### src/rtl/nibp_pkg.sv
// ----------------------------------------------------------------------------
// nibp_pkg
// Shared types and constants for the nand indexed branch predictor.
// ----------------------------------------------------------------------------
package nibp_pkg;

    localparam int TABLE_ENTRIES_DEF = 2048;
    localparam int COUNTER_BITS_DEF  = 2;
    localparam int THREADS_DEF       = 4;
    localparam int INST_SHIFT_DEF    = 2;

    localparam int OP_W     = 3;
    localparam int THREAD_W = 2;
    localparam int ADDR_W   = 48;
    localparam int HIST_W   = 32;
    localparam int HB_W     = 6;

    localparam logic [HB_W-1:0] HIST_BITS_RESET = 6'd16;

    typedef enum logic [OP_W-1:0] {
        OP_LOOKUP   = 3'd0,
        OP_UNCOND   = 3'd1,
        OP_UPDATE   = 3'd2,
        OP_SQUASH   = 3'd3,
        OP_BTB_MISS = 3'd4
    } t_op;

    typedef struct packed {
        logic                we;
        logic [THREAD_W-1:0] thread;
        t_op                 op;
        logic                bit_in;
        logic [HIST_W-1:0]   saved;
    } t_hist_cmd;

endpackage

### src/rtl/nibp_hist.sv
// ----------------------------------------------------------------------------
// nibp_hist
// Per-thread global history registers with masked shift and restore.
// ----------------------------------------------------------------------------
module nibp_hist
    import nibp_pkg::*;
#(
    parameter int THREADS = THREADS_DEF
) (
    input  logic                i_clk,
    input  logic                i_rst_n,
    input  logic [HB_W-1:0]     i_hist_bits,
    input  logic [THREAD_W-1:0] i_rd_thread,
    output logic [HIST_W-1:0]   o_rd_hist,
    input  t_hist_cmd           i_cmd
);

    localparam int TW = (THREADS > 1) ? $clog2(THREADS) : 1;

    logic [HIST_W-1:0] r_hist [THREADS];
    logic [HIST_W-1:0] n_hist;
    logic [HIST_W-1:0] hist_mask;
    logic [HIST_W-1:0] cur;
    logic [HB_W-1:0]   nbits;
    logic              rd_ok;
    logic              wr_ok;

    assign rd_ok = ({{(32-THREAD_W){1'b0}}, i_rd_thread} < 32'(THREADS));
    assign wr_ok = ({{(32-THREAD_W){1'b0}}, i_cmd.thread} < 32'(THREADS));

    assign o_rd_hist = rd_ok ? r_hist[TW'(i_rd_thread)] : '0;
    assign cur       = wr_ok ? r_hist[TW'(i_cmd.thread)] : '0;

    assign nbits     = (i_hist_bits > HB_W'(HIST_W)) ? HB_W'(HIST_W) : i_hist_bits;
    assign hist_mask = (nbits == HB_W'(HIST_W)) ? '1
                     : ((HIST_W'(1) << nbits) - HIST_W'(1));

    always_comb begin
        case (i_cmd.op)
            OP_LOOKUP:   n_hist = {cur[HIST_W-2:0], i_cmd.bit_in};
            OP_UNCOND:   n_hist = {cur[HIST_W-2:0], 1'b1};
            OP_UPDATE:   n_hist = {i_cmd.saved[HIST_W-2:0], i_cmd.bit_in};
            OP_SQUASH:   n_hist = i_cmd.saved;
            OP_BTB_MISS: n_hist = {cur[HIST_W-1:1], 1'b0};
            default:     n_hist = cur;
        endcase
    end

    always_ff @(posedge i_clk) begin
        if (!i_rst_n) begin
            for (int i = 0; i < THREADS; i++) begin
                r_hist[i] <= '0;
            end
        end else if (i_cmd.we && wr_ok) begin
            r_hist[TW'(i_cmd.thread)] <= n_hist & hist_mask;
        end
    end

endmodule

### config.mk
export PLATFORM = sky130hd
export DESIGN_NAME = nibp_hist
export DESIGN_NICKNAME = d
export VERILOG_FILES = /design/src/rtl/nibp_pkg.sv /design/src/rtl/nibp_hist.sv
export SDC_FILE = /design/constraint.sdc
export NUM_CORES = 1
export LEC_CHECK = 0
export BUFFER_PORTS_ARGS = -buffer_cell sky130_fd_sc_hd__buf_2
export CAP_MARGIN = 30
export CORE_MARGIN = 2
export CORE_UTILIZATION = 54
export CTS_CLUSTER_DIAMETER = 60
export DETAILED_ROUTE_END_ITERATION = 6
export GPL_ROUTABILITY_DRIVEN = 0
export PLACE_DENSITY = 0.77
export REMOVE_ABC_BUFFERS = 1
export SYNTH_ARGS = -nofsm -noshare
export SYNTH_HDL_FRONTEND = slang
export SYNTH_SLANG_ARGS = --single-unit
### constraint.sdc
create_clock -name i_clk -period 3.85 [get_ports i_clk]
set_input_delay 0.77 -clock i_clk [delete_from_list [all_inputs] [get_ports i_clk]]
set_output_delay 0.77 -clock i_clk [all_outputs]
set_load 0.02 [all_outputs]
==> impl_metrics.json, run 1 <==
{
  "yosysTopAreaCell": "edfxtp_1",
  "post-synth-top-area-fraction": 0.475,
  "diodes": 0,
  "r2r_slack_ns": 2.01,
  "cts_buffers": 17,
  "syn_area_per_cell_um2": 11.7,
  "grt-ovfl-total": 0,
  "worstPathRequired_ns": 4.12,
  "yosys_warnings": 0,
  "die_area_um2": 16000,
  "cp.arrival_ns": 3.33,
  "gr-usage-all-layers": 0.298,
  "cts_hold_buf": 0,
  "post_drt_wl_per_cell_um": 24.5,
  "top_layer_used": "met4",
  "drtIter0Drc": 1008,
  "clock_latency_ns": 0.42,
  "synth_area_leaders": "edfxtp_1, mux4_2, nor2_1, mux2i_1, mux2_2",
  "route.met3.wl_um": 2490,
  "synth_seq_cells": 128,
  "cts_tree": "built",
  "fin_skew_ns": 0.00516,
  "fin_nets": 807,
  "ctsRootBufferMaster": "clkbuf_16",
  "drv_cap": 0,
  "power.density_nw_per_um2": 419,
  "antenna_found_initial": 0,
  "firstDrtPassIters": 7,
  "regMostFlops": "r_hist",
  "slew_violations": 0,
  "status": "completed",
  "core_area_um2": 14600,
  "synth_cell_type_count": 62,
  "finalCritPeriodShare": 0.795,
  "clk_pin_slew_worst_paths_ns": 0.05,
  "viasPerCell": 6.79,
  "grt_pass1_vias": 6395,
  "initial_core_util": 0.555,
  "synth_edf_count": 128,
  "clk_path_buf_depth": 2,
  "std_cell_rows": 44,
  "die_width_um": 126,
  "whs_ns": 0.859,
  "max_freq_ghz": 0.327,
  "cp-end-kind": "register",
  "synthCells": 693,
  "die_height_um": 126,
  "netlist_area_um2": 8090,
  "m1WireLength_um": 8780,
  "grt_pass1_wl_um": 35700,
  "worst_pin_slew_ns": 0.966,
  "cp_max_fo": 14,
  "vias": 6477,
  "post_cts_resized": 0,
  "critPathKind": "input port to register",
  "setup_viol": 0,
  "hpwl_um": 15400,
  "largest_reg_flops": 128,
  "io_pins": 81,
  "reg_top3": "r_hist x128",
  "clock-sinks": 128,
  "hold_viol": 0,
  "leakage_nw": 3.59,
  "routed_wl_um": 23400,
  "ant_nets": 0,
  "ir_worst_vdd_mv": 0.252,
  "yosysMostFrequentCell": "nor2_1",
  "yosys-top-cells-count": "nor2_1, edfxtp_1, mux4_2",
  "grt_max_degree": 40,
  "async_flop_share": 0,
  "critPathLaunchType": "input port",
  "syn2layout_area_growth_pct": 14.9,
  "finalCriticalPeriod_ns": 3.06,
  "rsz0062_at_grt": "no",
  "final.setup.tns_ns": 0,
  "slew_headroom": 0.356,
  "ys_seq_area_frac": 0.475,
  "report.power.total_mw": 3.89,
  "drive_gt1_frac": 0.287,
  "synth_flop_cell": "edfxtp_1",
  "port_buffers": 80,
  "cts_setup_buffers": 0,
  "fillers": 1151,
  "routed-wl-met2_um": 11600,
  "route.detailed.drc": 0,
  "htree_levels": 4,
  "min-delay-path-class": "input port to register"
}
worst max-delay path, stage by stage:
cell      delay (ns)
buf_2           0.15
or4_4           0.55
or2_2           0.33
ha_1            0.35
buf_4           0.26
xnor2_1         0.13
o21ai_0         0.40
o311ai_2        0.24
nor2_1          0.16
worst paths after layout:
path             startpoint  depth (start not counted)            end
min reg2reg   r_hist[0][27]                          3  r_hist[3][27]
max          i_hist_bits[5]                          9  r_hist[0][28]
min          i_hist_bits[4]                          4   r_hist[2][3]
max reg2reg   r_hist[3][18]                          5  r_hist[2][19]
where the power goes:
| part | total (mW) | switching (mW) | internal [mW] | leakage (nW) |
|---|---|---|---|---|
| clock network | 1.56 | 0.556 | 1.01 | 0.275 |
| logic | 0.676 | 0.406 | 0.270 | 1.97 |
| registers | 1.65 | 0.0366 | 1.62 | 1.34 |
per-stage QoR:
stage | worst slack (ns) | cell area (um2) | util | std cells
after global routing | 0.694 | 9300 | 0.637 | 954
final | 0.791 | 9300 | 0.637 | 954
after floorplan | 0.100 | 7800 | - | 631
after global placement | 0.643 | 8730 | 0.598 | 921
after CTS | 0.912 | 9300 | 0.637 | 954
after detailed placement | 0.535 | 8730 | 0.599 | 922
layout make-up:
class | instances | area [um2] | area share
timing repair buffer | 107 | 691 | 0.0743
clock buffer | 24 | 452 | 0.0486
tap | 184 | 230 | 0.0248
inverter | 18 | 67.6 | 0.00727
clock inverter | 8 | 113 | 0.0121
multi-input combinational | 485 | 3900 | 0.420
sequential | 128 | 3840 | 0.413
layer usage:
metal	vias up	GRT usage
met5	-	0
met1	3213	0.393
li1	2806	-
met4	0	0.112
met3	42	0.0612
met2	416	0.493
cells in the final DEF (no fill, tap or decap), types with 3 or more instances in the layout:
cell type,netlist,layout
clkbuf_1,26,7
o21ai_0,14,13
nand2b_1,7,7
a21o_1,8,8
o21ai_1,5,5
buf_4,5,20
a211o_1,3,3
o211ai_1,3,3
clkbuf_16,0,17
edfxtp_1,128,128
buf_2,25,80
xnor2_1,3,3
a21oi_1,23,23
mux2i_1,46,46
inv_1,18,18
nor2_1,131,131
a221o_1,5,5
o31ai_2,3,3
or3_1,6,6
bufinv_16,0,3
a31oi_1,3,3
a222oi_1,3,3
clkinv_2,0,3
nor3_1,17,17
nor2b_1,8,8
nand2_1,30,30
nand3_1,9,9
a221oi_1,4,4
a22o_1,3,3
a211oi_1,9,9
nand4_1,3,3
o22ai_1,16,16
mux2_2,26,26
nor4_1,13,13
buf_12,0,7
mux4_2,51,51
cell families after synthesis:
| family | synth area share |
|---|---|
| simple gates | 0.131 |
| flops | 0.475 |
| mux | 0.235 |
| compound gates | 0.109 |
| buf+inv | 0.0442 |
| xor+xnor | 0.00433 |
| fa+ha+maj | 0.00155 |
Power figures use the tool's default switching activity.
==> run 2: changes to the inputs <==
--- a/config.mk
+++ b/config.mk
@@ -8,11 +8,11 @@
 export BUFFER_PORTS_ARGS = -buffer_cell sky130_fd_sc_hd__buf_2
 export CAP_MARGIN = 30
 export CORE_MARGIN = 2
-export CORE_UTILIZATION = 54
+export CORE_UTILIZATION = 55
 export CTS_CLUSTER_DIAMETER = 60
 export DETAILED_ROUTE_END_ITERATION = 6
 export GPL_ROUTABILITY_DRIVEN = 0
-export PLACE_DENSITY = 0.77
+export PLACE_DENSITY = 0.75
 export REMOVE_ABC_BUFFERS = 1
 export SYNTH_ARGS = -nofsm -noshare
 export SYNTH_HDL_FRONTEND = slang
==> constraint.sdc (replaced) <==
create_clock -name i_clk -period 3 [get_ports i_clk]
set_input_delay 0.6 -clock i_clk [delete_from_list [all_inputs] [get_ports i_clk]]
set_output_delay 0.6 -clock i_clk [all_outputs]
set_load 0.02 [all_outputs]
==> run 2 against run 1 <==
Effect of this change:
- the run now ends with DRC left
- via count grew 0.91%
- die area shrank 1.8%
- final area grew 0.59%
- global-route usage grew 0.72 points
- count of clock-buffer cells in the layout shrank 4
- routed wire length grew 1.0%
- register-to-register slack lost 0.81 ns
- hold slack lost 0.12 ns
- critical endpoint is now r_hist[2][28]
- highest routed layer unchanged
==> impl_metrics.json, run 2 (synthesis results as in run 1) <==
{
  "hpwl_um": 15500,
  "slew_headroom": 0.507,
  "regMostFlops": "r_hist",
  "grt_max_degree": 50,
  "post_cts_resized": 0,
  "finalNonFillerCells": 970,
  "whs_ns": 0.738,
  "die_area_um2": 15700,
  "die_width_um": 125,
  "ir_worst_vdd_mv": 0.489,
  "endpoint": "r_hist[2][28]",
  "dp_cells": 940,
  "worstPathRequired_ns": 3.28,
  "critPathKind": "input port to register",
  "final_cell_mix": "nor2_1, edfxtp_1, buf_2, mux4_2, mux2i_1",
  "max_freq_ghz": 0.384,
  "crit_family": "simple AND/OR/NAND/NOR gates",
  "setup_viol": 0,
  "antenna_found_initial": 0,
  "firstDrtPassIters": 7,
  "crit_start": "i_hist_bits[2]",
  "cts_hold_buf": 0,
  "leakage_nw": 3.64,
  "min-delay-path-class": "input port to register",
  "post_drt_wl_per_cell_um": 24.4,
  "violations": "DRC",
  "largest_reg_flops": 128,
  "r2r_slack_ns": 1.20,
  "grt-ovfl-total": 0,
  "timing.rr.start": "r_hist[3][26]",
  "viasPerCell": 6.74,
  "drtIter0Drc": 997,
  "critPathLaunchType": "input port",
  "slew_violations": 0,
  "clk_path_buf_depth": 2,
  "fin_skew_ns": 0.00731,
  "cts_tree": "built",
  "cp-end-kind": "register",
  "routed_wl_um": 23600,
  "diodes": 0,
  "htree_levels": 4,
  "reg_top3": "r_hist x128",
  "ctsRootBufferMaster": "clkbuf_16",
  "clock-sinks": 128,
  "drive_gt1_frac": 0.304,
  "crit_buf_inv": 3,
  "critPathSlowestCell": "or4_4",
  "die_height_um": 125,
  "cts_buffers": 17,
  "reg2reg_depth": 3,
  "initial_core_util": 0.559,
  "cp_num_cells": 10,
  "grt_pass1_vias": 6620,
  "finalCritPeriodShare": 0.867,
  "core_area_um2": 14500,
  "rsz0062_at_grt": "no",
  "place_ws_ns": 0.00571,
  "grt_pass1_wl_um": 36400,
  "route.detailed.drc": 2,
  "reg2reg_to": "r_hist[2][26]",
  "cp_max_fo": 9,
  "path_cells": "buf_2 > or4_4 > or2_2 > ha_1 > buf_4 > xnor2_1 > o21ai_0 > buf_4 > o311ai_2 > nor2_1",
  "setup_slack_ns": 0.399,
  "clock_latency_ns": 0.43,
  "cp.arrival_ns": 2.88,
  "worst_pin_slew_ns": 0.738,
  "crit_path_frequent_cell": "buf_4",
  "syn2layout_area_growth_pct": 15.6,
  "power.density_nw_per_um2": 517,
  "drv_cap": 0,
  "layout_commonest_cell": "nor2_1",
  "status": "finished, violations left",
  "vias": 6536,
  "io_pins": 81,
  "slowest_delay_ns": 0.53,
  "std_cell_rows": 44,
  "clk_pin_slew_worst_paths_ns": 0.06,
  "fin_nets": 825,
  "gr-usage-all-layers": 0.306,
  "hold_viol": 0,
  "port_buffers": 80,
  "ant_nets": 0,
  "finalCriticalPeriod_ns": 2.60,
  "cts_setup_buffers": 0
}
## run 2: changes by cell type in the layout (fill, tap and decap cells not counted)
cell | previous run | this run
buf_12 | 7 | 5
buf_4 | 20 | 40
bufinv_16 | 3 | 1
clkbuf_1 | 7 | 3
clkinv_1 | 2 | 4
clkinv_2 | 3 | 4
clkinvlp_4 | 0 | 1
## run 2: worst register-to-register path, delay by kind of cell, from the launching register on
kind	cells	cell delay (ns)
flip-flops	1	0.40
AND/OR/NAND/NOR	1	0.12
AO/OA/AOI/OAI	1	0.48
multiplexers	1	0.53
## run 2: area by class of cell
type	instances	area, um2
clock buffer	20	437
clock inverter	10	72.6
fill	1116	5130
inverter	18	67.6
multi-input combinational	485	3900
sequential	128	3840
tap	184	230
timing repair buffer	125	801
## run 2: worst min path at each step
stage                     slack, ns           from       endpoint  cells after the start
after CTS                      0.73        i_rst_n  r_hist[0][29]                      3
after global placement         0.86  r_hist[3][27]  r_hist[3][27]                      3
after floorplan                0.81      i_cmd[35]  r_hist[2][15]                      1
final                          0.74        i_rst_n   r_hist[0][0]                      3
after detailed placement       0.87  r_hist[3][27]  r_hist[3][27]                      3
after global routing           0.76        i_rst_n  r_hist[0][29]                      3
## run 2: where the power goes
group | leakage [nW] | internal, mW | switching, mW
clock | 0.249 | 1.11 | 0.732
sequential | 1.34 | 2.08 | 0.0455
combinational | 2.05 | 0.354 | 0.524
total | 3.64 | 3.54 | 1.30
## run 2: layer usage
metal | global-route usage | vias to the layer above | wire (um)
li1 | - | 2843 | -
met1 | 0.410 | 3204 | 9140
met2 | 0.478 | 414 | 11400
met3 | 0.0715 | 75 | 2420
met4 | 0.142 | 0 | 683
met5 | 0 | - | 0
## run 2: per-stage QoR
step                power, mW  setup TNS [ns]  utilization  instance area (um2)
floorplan                2.64          -19.65            -                 7800
global placement         2.99               0        0.611                 8840
detailed placement       3.02               0        0.611                 8840
CTS                      4.82               0        0.646                 9350
global route             4.96               0        0.646                 9350
finish                   4.84               0        0.646                 9350
